## src/hdl/lru_ttl_pkg.sv

```systemverilog
// Shared types, codes and widths for the LRU cache with time-to-live.
package lru_ttl_pkg;

    localparam int LRU_TTL_MAX_ENTRIES_DEF = 16;

    localparam int OP_W     = 2;
    localparam int KEY_W    = 32;
    localparam int VAL_W    = 32;
    localparam int TTL_W    = 32;
    localparam int TIME_W   = 64;
    localparam int CAP_W    = 5;
    localparam int STATUS_W = 3;

    localparam logic [CAP_W-1:0] CAP_RESET = 5'd16;

    typedef enum logic [OP_W-1:0] {
        OP_GET  = 2'd0,
        OP_PUT  = 2'd1,
        OP_TICK = 2'd2,
        OP_NOP  = 2'd3
    } t_op;

    typedef enum logic [STATUS_W-1:0] {
        STS_MISS      = 3'd0,
        STS_HIT       = 3'd1,
        STS_EXPIRED   = 3'd2,
        STS_UPDATED   = 3'd3,
        STS_INSERTED  = 3'd4,
        STS_EVICTED   = 3'd5,
        STS_TICK_DONE = 3'd6
    } t_status;

    typedef enum logic [2:0] {
        S_IDLE,
        S_FIND,
        S_FIND_DRAIN,
        S_DECIDE,
        S_ADJUST,
        S_ADJUST_DRAIN,
        S_WRITE,
        S_RESULT
    } t_state;

    typedef enum logic [1:0] {
        MD_MRU,
        MD_REMOVE,
        MD_INSERT
    } t_mode;

endpackage

```

## src/hdl/lru_ttl_if.sv

```systemverilog
// Request and response channel interfaces of the LRU cache with time-to-live.
interface lru_ttl_req_if;
    import lru_ttl_pkg::*;

    logic                     valid;
    logic                     ready;
    logic [OP_W-1:0]          op;
    logic signed [KEY_W-1:0]  lookup_key;
    logic signed [VAL_W-1:0]  put_value;
    logic [TTL_W-1:0]         ttl_ms;

    modport source (output valid, output op, output lookup_key, output put_value,
                    output ttl_ms, input ready);
    modport sink   (input valid, input op, input lookup_key, input put_value,
                    input ttl_ms, output ready);
endinterface

interface lru_ttl_rsp_if;
    import lru_ttl_pkg::*;

    logic                     valid;
    logic                     ready;
    logic [STATUS_W-1:0]      status;
    logic signed [VAL_W-1:0]  read_value;
    logic signed [KEY_W-1:0]  evicted_key;

    modport source (output valid, output status, output read_value, output evicted_key,
                    input ready);
    modport sink   (input valid, input status, input read_value, input evicted_key,
                    output ready);
endinterface

```

## src/hdl/lru_cache_with_ttl_core.sv

```systemverilog
// A get or put runs a find pass, then a decide state; a hit, an insert or an expired get runs an
// adjust pass, and all but the expired get then a write, before the result state. A tick or the
// unused code goes straight to result. Both passes visit one entry per cycle via one memory port.
// Throughput: one request at a time, the next transfer in the cycle after the response is loaded;
// a response still waiting in the output register holds the following one in its result state.
// Reset: store empty, time zero, capacity 16; entry memories stay uncleared behind valid flags.
module lru_cache_with_ttl_core #(
    parameter int MAX_ENTRIES = lru_ttl_pkg::LRU_TTL_MAX_ENTRIES_DEF
) (
    input  logic                           i_clk,
    input  logic                           i_rst_n,
    input  logic                           i_cfg_wr_en,
    input  logic [lru_ttl_pkg::CAP_W-1:0]  i_cfg_wr_data,
    lru_ttl_req_if.sink                    i_req,
    lru_ttl_rsp_if.source                  o_rsp
);
    import lru_ttl_pkg::*;

    localparam int IW   = $clog2(MAX_ENTRIES);
    localparam int RW   = IW;
    localparam int CNTW = $clog2(MAX_ENTRIES + 1);
    localparam int CAPX = (CNTW > CAP_W) ? CNTW : CAP_W;

    // Control state.
    t_state                r_state, n_state;
    logic [CAP_W-1:0]      r_cap;
    logic [CNTW-1:0]       r_count;
    logic [TIME_W-1:0]     r_time;
    logic [MAX_ENTRIES-1:0] r_valid;
    logic [IW-1:0]         r_idx;
    logic                  r_rd_vld;
    logic [IW-1:0]         r_rd_idx;
    logic                  r_hit, r_lru_fnd, r_free_fnd;
    logic                  r_out_valid;

    // Request payload and scan results.
    t_op                   r_op;
    logic [KEY_W-1:0]      r_key;
    logic [VAL_W-1:0]      r_val;
    logic [TIME_W-1:0]     r_exp_new;
    logic [IW-1:0]         r_hit_idx, r_lru_idx, r_free_idx, r_slot;
    logic [RW-1:0]         r_hit_rank, r_ref_rank;
    logic [TIME_W-1:0]     r_hit_exp;
    logic [VAL_W-1:0]      r_hit_val;
    logic [KEY_W-1:0]      r_lru_key;
    t_mode                 r_mode;
    logic                  r_wr_data;
    t_status               r_res_status, r_out_status;
    logic [VAL_W-1:0]      r_res_rv, r_out_rv;
    logic [KEY_W-1:0]      r_res_ek, r_out_ek;

    // Entry memories and their registered read data.
    logic [KEY_W-1:0]      r_mem_key  [MAX_ENTRIES];
    logic [VAL_W-1:0]      r_mem_val  [MAX_ENTRIES];
    logic [TIME_W-1:0]     r_mem_exp  [MAX_ENTRIES];
    logic [RW-1:0]         r_mem_rank [MAX_ENTRIES];
    logic [KEY_W-1:0]      r_rd_key;
    logic [VAL_W-1:0]      r_rd_val;
    logic [TIME_W-1:0]     r_rd_exp;
    logic [RW-1:0]         r_rd_rank;

    logic                  in_fire, out_load, issue_rd, scan_last;
    logic                  match_phase, adjust_phase, rd_entry_valid;
    logic [CAPX-1:0]       cap_x, cap_eff, count_x;
    logic [CNTW-1:0]       count_m1;
    logic [RW-1:0]         top_rank;
    logic [TIME_W:0]       exp_sum;
    logic [TIME_W-1:0]     exp_sat;
    logic                  expired, evict, ins_ok;
    logic [IW-1:0]         ins_slot;
    logic                  rank_we, data_we;
    logic [IW-1:0]         rank_waddr;
    logic [RW-1:0]         rank_wdata, rank_adj;
    logic                  rank_chg;

    assign in_fire   = i_req.valid && i_req.ready;
    assign scan_last = (r_idx == IW'(MAX_ENTRIES - 1));
    assign rd_entry_valid = r_valid[r_rd_idx];

    // Capacity zero acts as one; anything above the store size acts as the store size.
    assign cap_x   = CAPX'(r_cap);
    assign cap_eff = (cap_x == '0) ? CAPX'(1)
                   : ((cap_x > CAPX'(MAX_ENTRIES)) ? CAPX'(MAX_ENTRIES) : cap_x);
    assign count_x  = CAPX'(r_count);
    assign count_m1 = r_count - CNTW'(1);
    assign top_rank = count_m1[RW-1:0];

    assign exp_sum = {1'b0, r_time} + (TIME_W + 1)'(i_req.ttl_ms);
    assign exp_sat = exp_sum[TIME_W] ? '1 : exp_sum[TIME_W-1:0];

    // Decision terms, valid in the decide state.
    assign expired = (r_time >= r_hit_exp);
    assign evict   = !r_hit && (count_x >= cap_eff) && r_lru_fnd;
    assign ins_ok  = evict || r_free_fnd;
    assign ins_slot = evict ? ((r_free_fnd && (r_free_idx < r_lru_idx)) ? r_free_idx
                                                                         : r_lru_idx)
                            : r_free_idx;

    // Age-rank adjustment for the entry coming back from the memory.
    always_comb begin
        rank_adj = r_rd_rank;
        rank_chg = 1'b0;
        case (r_mode)
            MD_MRU: begin
                if (r_rd_rank < r_ref_rank) begin
                    rank_adj = r_rd_rank + RW'(1);
                    rank_chg = 1'b1;
                end
            end
            MD_REMOVE: begin
                if (r_rd_rank > r_ref_rank) begin
                    rank_adj = r_rd_rank - RW'(1);
                    rank_chg = 1'b1;
                end
            end
            MD_INSERT: begin
                rank_adj = r_rd_rank + RW'(1);
                rank_chg = 1'b1;
            end
            default: begin
                rank_adj = r_rd_rank;
                rank_chg = 1'b0;
            end
        endcase
    end

    // Next state.
    always_comb begin
        n_state = r_state;
        case (r_state)
            S_IDLE: begin
                if (in_fire) begin
                    if ((t_op'(i_req.op) == OP_GET) || (t_op'(i_req.op) == OP_PUT)) begin
                        n_state = S_FIND;
                    end else begin
                        n_state = S_RESULT;
                    end
                end
            end
            S_FIND: begin
                if (scan_last) begin
                    n_state = S_FIND_DRAIN;
                end
            end
            S_FIND_DRAIN: n_state = S_DECIDE;
            S_DECIDE: begin
                if (r_op == OP_GET) begin
                    n_state = r_hit ? S_ADJUST : S_RESULT;
                end else begin
                    n_state = (r_hit || ins_ok) ? S_ADJUST : S_RESULT;
                end
            end
            S_ADJUST: begin
                if (scan_last) begin
                    n_state = S_ADJUST_DRAIN;
                end
            end
            S_ADJUST_DRAIN: n_state = (r_mode == MD_REMOVE) ? S_RESULT : S_WRITE;
            S_WRITE:        n_state = S_RESULT;
            S_RESULT: begin
                if (out_load) begin
                    n_state = S_IDLE;
                end
            end
            default: n_state = S_IDLE;
        endcase
    end

    // Sequencer outputs.
    always_comb begin
        i_req.ready  = (r_state == S_IDLE);
        issue_rd     = (r_state == S_FIND) || (r_state == S_ADJUST);
        match_phase  = r_rd_vld && ((r_state == S_FIND) || (r_state == S_FIND_DRAIN));
        adjust_phase = r_rd_vld && ((r_state == S_ADJUST) || (r_state == S_ADJUST_DRAIN));
        out_load     = (r_state == S_RESULT) && (!r_out_valid || o_rsp.ready);
        data_we      = (r_state == S_WRITE) && r_wr_data;
        rank_we      = (r_state == S_WRITE) || (adjust_phase && rd_entry_valid && rank_chg);
        rank_waddr   = (r_state == S_WRITE) ? r_slot : r_rd_idx;
        rank_wdata   = (r_state == S_WRITE) ? '0 : rank_adj;
    end

    assign o_rsp.valid       = r_out_valid;
    assign o_rsp.status      = r_out_status;
    assign o_rsp.read_value  = r_out_rv;
    assign o_rsp.evicted_key = r_out_ek;

    // Control registers.
    always_ff @(posedge i_clk) begin
        if (!i_rst_n) begin
            r_state     <= S_IDLE;
            r_cap       <= CAP_RESET;
            r_count     <= '0;
            r_time      <= '0;
            r_valid     <= '0;
            r_idx       <= '0;
            r_rd_vld    <= 1'b0;
            r_hit       <= 1'b0;
            r_lru_fnd   <= 1'b0;
            r_free_fnd  <= 1'b0;
            r_out_valid <= 1'b0;
        end else begin
            r_state  <= n_state;
            r_rd_vld <= issue_rd;
            r_idx    <= issue_rd ? (r_idx + IW'(1)) : '0;

            if (i_cfg_wr_en) begin
                r_cap <= i_cfg_wr_data;
            end

            if (in_fire) begin
                r_hit      <= 1'b0;
                r_lru_fnd  <= 1'b0;
                r_free_fnd <= 1'b0;
                if ((t_op'(i_req.op) == OP_TICK) && (r_time != '1)) begin
                    r_time <= r_time + TIME_W'(1);
                end
            end

            if (match_phase) begin
                if (rd_entry_valid && (r_rd_key == r_key)) begin
                    r_hit <= 1'b1;
                end
                if (rd_entry_valid && (r_rd_rank == top_rank)) begin
                    r_lru_fnd <= 1'b1;
                end
                if (!rd_entry_valid) begin
                    r_free_fnd <= 1'b1;
                end
            end

            if (r_state == S_DECIDE) begin
                if ((r_op == OP_GET) && r_hit && expired) begin
                    r_valid[r_hit_idx] <= 1'b0;
                    r_count <= r_count - CNTW'(1);
                end else if ((r_op == OP_PUT) && evict) begin
                    r_valid[r_lru_idx] <= 1'b0;
                    r_count <= r_count - CNTW'(1);
                end
            end

            if ((r_state == S_WRITE) && (r_mode == MD_INSERT)) begin
                r_valid[r_slot] <= 1'b1;
                r_count <= r_count + CNTW'(1);
            end

            if (out_load) begin
                r_out_valid <= 1'b1;
            end else if (o_rsp.ready) begin
                r_out_valid <= 1'b0;
            end
        end
    end

    // Payload registers.
    always_ff @(posedge i_clk) begin
        r_rd_idx <= r_idx;

        if (in_fire) begin
            r_op         <= t_op'(i_req.op);
            r_key        <= i_req.lookup_key;
            r_val        <= i_req.put_value;
            r_exp_new    <= exp_sat;
            r_res_status <= (t_op'(i_req.op) == OP_TICK) ? STS_TICK_DONE : STS_MISS;
            r_res_rv     <= '0;
            r_res_ek     <= '0;
        end

        // Keys are unique among live entries, so the first match is the only one.
        if (match_phase) begin
            if (rd_entry_valid && (r_rd_key == r_key) && !r_hit) begin
                r_hit_idx  <= r_rd_idx;
                r_hit_rank <= r_rd_rank;
                r_hit_exp  <= r_rd_exp;
                r_hit_val  <= r_rd_val;
            end
            if (rd_entry_valid && (r_rd_rank == top_rank) && !r_lru_fnd) begin
                r_lru_idx <= r_rd_idx;
                r_lru_key <= r_rd_key;
            end
            if (!rd_entry_valid && !r_free_fnd) begin
                r_free_idx <= r_rd_idx;
            end
        end

        if (r_state == S_DECIDE) begin
            r_ref_rank <= r_hit_rank;
            r_slot     <= r_hit_idx;
            r_wr_data  <= 1'b0;
            r_mode     <= MD_MRU;
            if (r_op == OP_GET) begin
                if (r_hit && expired) begin
                    r_mode       <= MD_REMOVE;
                    r_res_status <= STS_EXPIRED;
                end else if (r_hit) begin
                    r_res_status <= STS_HIT;
                    r_res_rv     <= r_hit_val;
                end else begin
                    r_res_status <= STS_MISS;
                end
            end else if (r_hit) begin
                r_wr_data    <= 1'b1;
                r_res_status <= STS_UPDATED;
            end else begin
                r_mode    <= MD_INSERT;
                r_slot    <= ins_slot;
                r_wr_data <= 1'b1;
                if (evict) begin
                    r_res_status <= STS_EVICTED;
                    r_res_ek     <= r_lru_key;
                end else begin
                    r_res_status <= STS_INSERTED;
                end
            end
        end

        if (out_load) begin
            r_out_status <= r_res_status;
            r_out_rv     <= r_res_rv;
            r_out_ek     <= r_res_ek;
        end
    end

    // Entry memories: one write and one read address per cycle.
    always_ff @(posedge i_clk) begin
        if (rank_we) begin
            r_mem_rank[rank_waddr] <= rank_wdata;
        end
        if (data_we) begin
            r_mem_key[r_slot] <= r_key;
            r_mem_val[r_slot] <= r_val;
            r_mem_exp[r_slot] <= r_exp_new;
        end
        r_rd_key  <= r_mem_key[r_idx];
        r_rd_val  <= r_mem_val[r_idx];
        r_rd_exp  <= r_mem_exp[r_idx];
        r_rd_rank <= r_mem_rank[r_idx];
    end

    a_count_matches_valid: assert property (@(posedge i_clk) disable iff (!i_rst_n)
        (32'(r_count) == 32'($countones(r_valid))))
        else $error("entry count disagrees with the number of live entries");

    a_insert_into_free_slot: assert property (@(posedge i_clk) disable iff (!i_rst_n)
        ((r_state == S_WRITE) && (r_mode == MD_INSERT)) |-> !r_valid[r_slot])
        else $error("insert targets a slot that still holds a live entry");

    a_response_from_result_state: assert property (@(posedge i_clk) disable iff (!i_rst_n)
        $rose(r_out_valid) |-> $past(r_state == S_RESULT))
        else $error("response presented without passing through the result state");

endmodule

```

## src/flat_wrapper.sv

```systemverilog
// flat-port wrapper written by rule: the top's interface ports become plain ports
module lru_cache_with_ttl_core_flat import lru_ttl_pkg::*;
#(
    parameter int MAX_ENTRIES = lru_ttl_pkg::LRU_TTL_MAX_ENTRIES_DEF
)
  (i_clk, i_rst_n, i_cfg_wr_en, i_cfg_wr_data, i_req_valid, i_req_op, i_req_lookup_key, i_req_put_value, i_req_ttl_ms, i_req_ready, o_rsp_valid, o_rsp_status, o_rsp_read_value, o_rsp_evicted_key, o_rsp_ready);
  lru_ttl_req_if i_req_i ();
  lru_ttl_rsp_if o_rsp_i ();
  input  logic i_clk;
  input  logic i_rst_n;
  input  logic i_cfg_wr_en;
  input  logic [lru_ttl_pkg::CAP_W-1:0] i_cfg_wr_data;
  input wire logic [$bits(i_req_i.valid)-1:0] i_req_valid;
  input wire logic [$bits(i_req_i.op)-1:0] i_req_op;
  input wire logic [$bits(i_req_i.lookup_key)-1:0] i_req_lookup_key;
  input wire logic [$bits(i_req_i.put_value)-1:0] i_req_put_value;
  input wire logic [$bits(i_req_i.ttl_ms)-1:0] i_req_ttl_ms;
  output wire logic [$bits(i_req_i.ready)-1:0] i_req_ready;
  output wire logic [$bits(o_rsp_i.valid)-1:0] o_rsp_valid;
  output wire logic [$bits(o_rsp_i.status)-1:0] o_rsp_status;
  output wire logic [$bits(o_rsp_i.read_value)-1:0] o_rsp_read_value;
  output wire logic [$bits(o_rsp_i.evicted_key)-1:0] o_rsp_evicted_key;
  input wire logic [$bits(o_rsp_i.ready)-1:0] o_rsp_ready;
  assign i_req_i.valid = i_req_valid;
  assign i_req_i.op = i_req_op;
  assign i_req_i.lookup_key = i_req_lookup_key;
  assign i_req_i.put_value = i_req_put_value;
  assign i_req_i.ttl_ms = i_req_ttl_ms;
  assign i_req_ready = i_req_i.ready;
  assign o_rsp_valid = o_rsp_i.valid;
  assign o_rsp_status = o_rsp_i.status;
  assign o_rsp_read_value = o_rsp_i.read_value;
  assign o_rsp_evicted_key = o_rsp_i.evicted_key;
  assign o_rsp_i.ready = o_rsp_ready;
  lru_cache_with_ttl_core #(.MAX_ENTRIES(MAX_ENTRIES)) u_core (.i_clk(i_clk), .i_rst_n(i_rst_n), .i_cfg_wr_en(i_cfg_wr_en), .i_cfg_wr_data(i_cfg_wr_data), .i_req(i_req_i), .o_rsp(o_rsp_i));
endmodule
```

## config.mk

```make
export PLATFORM = sky130hd
export DESIGN_NAME = lru_cache_with_ttl_core_flat
export DESIGN_NICKNAME = d
export VERILOG_FILES = /design/src/hdl/lru_ttl_pkg.sv /design/src/hdl/lru_ttl_if.sv /design/src/hdl/lru_cache_with_ttl_core.sv /design/src/flat_wrapper.sv
export SDC_FILE = /design/constraint.sdc
export NUM_CORES = 2
export LEC_CHECK = 0
export BUFFER_PORTS_ARGS = -buffer_cell sky130_fd_sc_hd__buf_2
export CAP_MARGIN = 20
export CORE_ASPECT_RATIO = 1.25
export CORE_MARGIN = 2
export CORE_UTILIZATION = 55
export DETAILED_ROUTE_END_ITERATION = 7
export GPL_ROUTABILITY_DRIVEN = 0
export PLACE_DENSITY_LB_ADDON = 0.1
export SLEW_MARGIN = 40
export SYNTH_ARGS = -nofsm -noshare
export SYNTH_HDL_FRONTEND = slang
export SYNTH_SLANG_ARGS = --single-unit
```

## constraint.sdc

```tcl
create_clock -name i_clk -period 23.8 [get_ports i_clk]
set_input_delay 1.19 -clock i_clk [delete_from_list [all_inputs] [get_ports i_clk]]
set_output_delay 1.19 -clock i_clk [all_outputs]
set_load 0.02 [all_outputs]
```

Yosys cells after proc, flatten, opt, wreduce, memory -nomap -nowiden:

Memory sizes are Yosys's and may differ from the RTL's. A register that Yosys moved wholly into a read port is not among the register bits.
Cells that the tools add are included.

* register bits after elaboration: 525
* bits in latches: 0
* bits in writable memories: 2112
* bits in read-only memories: 0
* output and inout port bits: 69
* logic and storage cells: 213
* memories: 4

* add/subtract/negate cells: 7
* $mul: 0
* divide/modulo/power cells: 0
* order comparisons: 13
* eq/ne operators: 20
* shift operators: 0
* mux-type cells: 78
* bitwise operators: 5
* reductions and logical operators: 53

Memories
* u_core.r_mem_exp: words 16, width 64, read ports 1, clocked after memory_dff 1, wr ports 1, line lru_cache_with_ttl_core.sv:55 `logic [TIME_W-1:0] r_mem_exp [MAX_ENTRIES];`
* u_core.r_mem_key: words 16, width 32, read ports 1, clocked after memory_dff 1, wr ports 1, line lru_cache_with_ttl_core.sv:53 `logic [KEY_W-1:0] r_mem_key [MAX_ENTRIES];`
* u_core.r_mem_val: words 16, width 32, read ports 1, clocked after memory_dff 1, wr ports 1, line lru_cache_with_ttl_core.sv:54 `logic [VAL_W-1:0] r_mem_val [MAX_ENTRIES];`
* u_core.r_mem_rank: words 16, width 4, read ports 1, clocked after memory_dff 1, wr ports 1, line lru_cache_with_ttl_core.sv:56 `logic [RW-1:0] r_mem_rank [MAX_ENTRIES];`

Operators with widths (number)
* two-way mux 32 bit: 10
* two-way mux 16 bit: 5
* adder 64 x 32 -> 65 bit: 1
* adder 64 x 1 -> 64 bit (second input constant): 1
* >= comparator 64 bit: 1
* inequality test 64 bit (second input constant): 1
* two-way mux 3 bit: 12
* bitwise AND 16 bit: 2
* == test 32 bit: 1
* two-way mux 4 bit: 8
* inverter 16 bit: 2
* two-way mux 5 bit: 6
* two-way mux 1 bit: 26
* logical AND 1 bit: 24
* case mux 3 bit (8 select lines): 1
* less-than comparator 4 x 5 -> 1 bit (second input constant): 4
* bitwise OR 16 bit: 1
* demux 1 bit (select 4 bit): 3
* == test 3 bit (second input constant): 4
* >= comparator 4 x 1 -> 1 bit (second input constant): 3
* case mux 4 bit (3 select lines): 1
* AND reduction 2 bit: 6
* adder 4 x 1 -> 4 bit (second input constant): 2
* logical OR 1 bit: 8
* other kinds (25): 43

Logic depth before layout (Yosys ltp):

* depth after elaboration: 13
* depth in mapped cells: 13

Worst setup path before layout:

OpenSTA, ideal clock, no wires.

* path type: register to register
* from: register u_core.r_state[1]
* to: memory u_core.r_mem_exp[2][0], enable pin
* setup time: 771 ps
* data arrival time: 10182 ps
* data required time: 23029 ps
* setup slack: 12847 ps
* stages on the path, launching flop included: 8
* path through: dfxtp_1 -> buf_1 -> inv_1 -> nor2_1 -> and2_1 -> clkbuf_1 -> nand4b_1 -> nor3_1

* cells in the longest elaborated chain, start to end: 4

RTL lines
* start, declared: line lru_cache_with_ttl_core.sv:25 `t_state r_state, n_state;`
* start signal, assigned: line lru_cache_with_ttl_core.sv:202 `r_state <= n_state;`
* == test 3 bit: line lru_cache_with_ttl_core.sv:176 `data_we = (r_state == S_WRITE) && r_wr_data;`
* logical AND 1 bit: line lru_cache_with_ttl_core.sv:176
* two-way mux 1 bit: line lru_cache_with_ttl_core.sv:328 `if (data_we) begin`
* two-way mux 1 bit (implied by the code): line lru_cache_with_ttl_core.sv:331 `r_mem_exp[r_slot] <= r_exp_new;`
* end, declared: line lru_cache_with_ttl_core.sv:55

No other way between the ends.

Final worst setup path:

* from: register u_core.r_state[1]
* to: memory u_core.r_mem_exp[1][37], enable pin

Same word-level chain as after synthesis.

==> impl_metrics.py <==
metrics = {
    "run": {
        "drv_cap": 0,
    },
    "critical_path": {
        "critPathMaxFanout": 39,
        "startpoint_type": "flop",
        "cp_top_family": "buffers and inverters",
        "cp_cell_sequence": "inv_1, nor2_1, and2_1, nand3_1, nor3_2, buf_4, buf_4, buf_4",
        "max_stage_delay_ns": 0.77,
        "path_buf_inv": 4,
        "r2r_setup_slack_ns": 19.27,
        "cp_common_cell": "buf_4",
        "r2r_end": "u_core.r_mem_exp[1][37]$_DFFE_PP_",
        "cp_slowest_cell": "buf_4",
        "r2r-start": "u_core.r_state[1]$_SDFFE_PN0P_",
        "crit_type": "reg2reg",
        "crit_arrival_ns": 5.04,
        "cp-end-kind": "flop",
        "setup.worst_path.end": "u_core.r_mem_exp[1][37]$_DFFE_PP_",
        "cp.required_ns": 24.31,
        "worst_r2r_path_depth": 8,
        "crit_path_start": "u_core.r_state[1]$_SDFFE_PN0P_",
        "worstSetupPathDepth": 8,
    },
    "sta": {
        "fin_crit_sh_pct": 19.1,
        "relSlewSlack_pct": 45.0,
        "rsz0062_at_grt": "no",
        "final.setup_skew_ns": 0.0604,
        "hold_viol": 0,
        "finalSetupTns_ns": 0,
        "worst_pin_slew_ns": 0.817,
        "maxSlewViolCount": 0,
        "finalWorstSetupSlack_ns": 19.27,
        "layout_min_cycle_time_ns": 4.53,
        "finalSetupViolations": 0,
        "max_freq_ghz": 0.221,
    },
    "run_status": {
        "status": "finished clean",
    },
    "route": {
        "num_vias": 50700,
        "ant_nets": 0,
        "routed_via_density": 6.14,
        "drc_errors": 0,
        "first_iter_violations": 4751,
        "wirelength_um": 242000,
        "drt_pass1_iterations": 5,
        "drt-wirelength-per-cell_um": 29.3,
    },
    "hold_path": {
        "hold_path_class": "reg2reg",
    },
    "pwr": {
        "p_switching_mw": 2.72,
        "power.leakage_nw": 38.2,
        "comb_power_share_pct": 11.6,
        "power.density_nw_per_um2": 98.4,
        "vdd_drop_max_mv": 0.0872,
        "clkPwrFrac_pct": 36.9,
        "swShare_pct": 23.3,
        "p_seq_share_pct": 51.5,
        "internal_power_mw": 8.96,
    },
    "yosys": {
        "synth_ff_type": "edfxtp_1",
        "synth_edf_count": 2467,
        "avgSynthCellArea_um2": 20.3,
        "seq_area_frac_synth_pct": 76.2,
        "ys_warn_count": 0,
        "synth-async-reset-ratio_pct": 0,
        "synthDistinctLibCells": 77,
        "syn_nets": 5399,
        "netlist_area_um2": 105000,
        "ys_seq_elements": 2769,
        "syn_inst": 5176,
    },
    "die": {
        "dieWidth_um": 395,
        "ioPinCount": 177,
        "initial_utilization_pct": 55.3,
        "rows": 179,
        "core_um2": 190000,
        "die_h_um": 493,
        "die-area_um2": 195000,
    },
    "placement": {
        "pre_cts_ws_ns": 19.24,
        "numPortBuffers": 176,
        "hpwlAfterDp_um": 131000,
    },
    "final_layout": {
        "drive_gt1_share_pct": 24.6,
        "ff_latch_area_um2": 80100,
        "multi_input_area_um2": 23900,
        "area_growth_pct": 12.9,
        "fill_cells": 13200,
        "nets": 5734,
    },
    "clocking": {
        "cts.sinks": 2769,
        "cts_resized": 0,
        "insertion_delay_ns": 0.93,
        "cts_tree": "built",
        "ctsHoldBuffers": 0,
        "cts_buffers": 281,
        "cts_max_path_buffers": 4,
        "cts-htree-levels": 5,
        "cts_root_buf": "clkbuf_16",
        "clkSlewWorstSetupHoldPaths_ns": 0.06,
        "cts_setup_buffers": 0,
    },
    "global_route": {
        "first_global_vias": 52100,
        "grt_start_max_net_pins": 124,
        "gr-usage-all-layers_pct": 25.0,
        "grt_pass1_wl_um": 354000,
        "antenna_found_initial": 10,
        "grt_overflow": 0,
    },
}
[metrics by stage]
| stage | util, % | area [µm²] | power, mW | cells | hold WS [ns] |
|---|---|---|---|---|---|
| after floorplan | - | 105000 | 7.05 | 5176 | 0.329 |
| after global placement | 57.5 | 109000 | 7.47 | 7745 | 0.386 |
| after detailed placement | 57.7 | 110000 | 7.51 | 7758 | 0.389 |
| after CTS | 62.4 | 119000 | 11.8 | 8249 | 0.377 |
| after global routing | 62.5 | 119000 | 12.1 | 8254 | 0.402 |
| final | 62.5 | 119000 | 11.7 | 8254 | 0.399 |
[sequential cells by signal (all words and copies together), names as in the netlist, 64 cells and up]
name	flops
u_core.r_mem_val	512
u_core.r_mem_key	512
u_core.r_hit_exp	64
u_core.r_mem_exp	1024
u_core.r_time	64
u_core.r_exp_new	64
u_core.r_rd_exp	64
u_core.r_mem_rank	64
[cell usage in the layout (no fill, tap or decap), types with 9 or more instances in the layout]
cell type | netlist | layout
edfxtp_1 | 2467 | 2467
mux4_2 | 665 | 665
dfxtp_1 | 302 | 297
clkbuf_16 | 0 | 288
nand2_1 | 227 | 225
buf_2 | 8 | 176
nand3_1 | 143 | 143
inv_1 | 136 | 135
ha_1 | 114 | 114
nor2_1 | 130 | 111
xnor2_1 | 110 | 110
o21ai_0 | 97 | 96
and2_1 | 74 | 74
clkbuf_1 | 155 | 65
a21oi_1 | 61 | 60
nand4_1 | 54 | 54
buf_4 | 0 | 49
clkinv_2 | 0 | 45
nor3_1 | 45 | 41
xor2_1 | 40 | 40
clkinv_1 | 1 | 27
clkbuf_8 | 0 | 27
nand2b_1 | 25 | 25
buf_6 | 2 | 25
bufinv_16 | 0 | 22
nor2b_1 | 20 | 20
and3_1 | 20 | 20
a31oi_1 | 19 | 18
a21o_1 | 17 | 17
o211ai_1 | 16 | 16
nor2_4 | 0 | 15
o22ai_1 | 15 | 15
or3_1 | 14 | 14
buf_16 | 0 | 13
buf_12 | 0 | 13
nor4_1 | 12 | 12
mux2i_1 | 10 | 10
o21a_1 | 9 | 9
a211oi_1 | 9 | 9
[kinds of logic after synthesis]
group           count (synthesis)  synth area share (%)
simple gates                  809                  3.82
xor+xnor                      150                  1.25
buf+inv                       361                  1.31
flops                        2769                  76.2
mux                           678                  14.4
compound gates                294                  1.72
fa+ha+maj                     115                  1.37
[worst min-delay path by stage]
stage	from	endpoint	slack (ns)	cells past startpoint
after global routing	i_req_lookup_key[28]	u_core.r_key[28]$_DFFE_PP_	0.40	1
after CTS	i_req_lookup_key[28]	u_core.r_key[28]$_DFFE_PP_	0.38	1
final	u_core.r_rd_val[2]$_DFF_P_	u_core.r_hit_val[2]$_DFFE_PP_	0.40	0
after global placement	u_core.r_rd_exp[37]$_DFF_P_	u_core.r_hit_exp[37]$_DFFE_PP_	0.39	0
after detailed placement	u_core.r_rd_exp[48]$_DFF_P_	u_core.r_hit_exp[48]$_DFFE_PP_	0.39	0
after floorplan	u_core.r_idx[2]$_SDFF_PN0_	u_core.r_rd_idx[2]$_DFF_P_	0.33	0
[cells in the mapped netlist (16+ instances only)]
library cell	count	area [µm²]
edfxtp_1	2467	74100
mux4_2	665	15000
dfxtp_1	302	6050
nand2_1	227	852
clkbuf_1	155	582
nand3_1	143	716
inv_1	136	510
nor2_1	130	488
ha_1	114	1430
xnor2_1	110	963
o21ai_0	97	485
and2_1	74	463
a21oi_1	61	305
buf_1	57	214
nand4_1	54	338
nor3_1	45	225
xor2_1	40	350
nand2b_1	25	156
and3_1	20	125
nor2b_1	20	125
a31oi_1	19	119
a21o_1	17	128
o211ai_1	16	120
[final cells by class]
type	count	area share [%]
Sequential cell	2769	67.4
Multi-Input combinational cell	2046	20.1
Clock buffer	380	6.58
Tap cell	2534	2.67
Timing Repair Buffer	276	1.81
Clock inverter	111	0.962
Inverter	137	0.439
Antenna cell	1	0.00211
[worst register-to-register path: cells and delay by family (launching register included)]
kind	cells	cell delay [ns]
buf+inv	4	2.29
flops	1	0.56
simple gates	4	1.30
[routing by layer]
metal | vias up | GRT usage [%] | wire length (µm)
met3 | 311 | 3.74 | 14100
met5 | - | 0 | 87
met4 | 14 | 5.92 | 4490
met2 | 1683 | 41.4 | 122000
met1 | 27100 | 35.6 | 101000
li1 | 21600 | - | -
[power groups by stage]
stage                     Sequential [mW]  Combinational [mW]  Clock, mW
after detailed placement             6.13                1.38          0
after CTS                            6.03                1.38       4.39
after global placement               6.13                1.34          0
final                                6.02                1.35       4.31
after global routing                 6.06                1.46       4.58
after floorplan                      5.98                1.07          0
No activity file was read; power rests on OpenSTA's default activity.
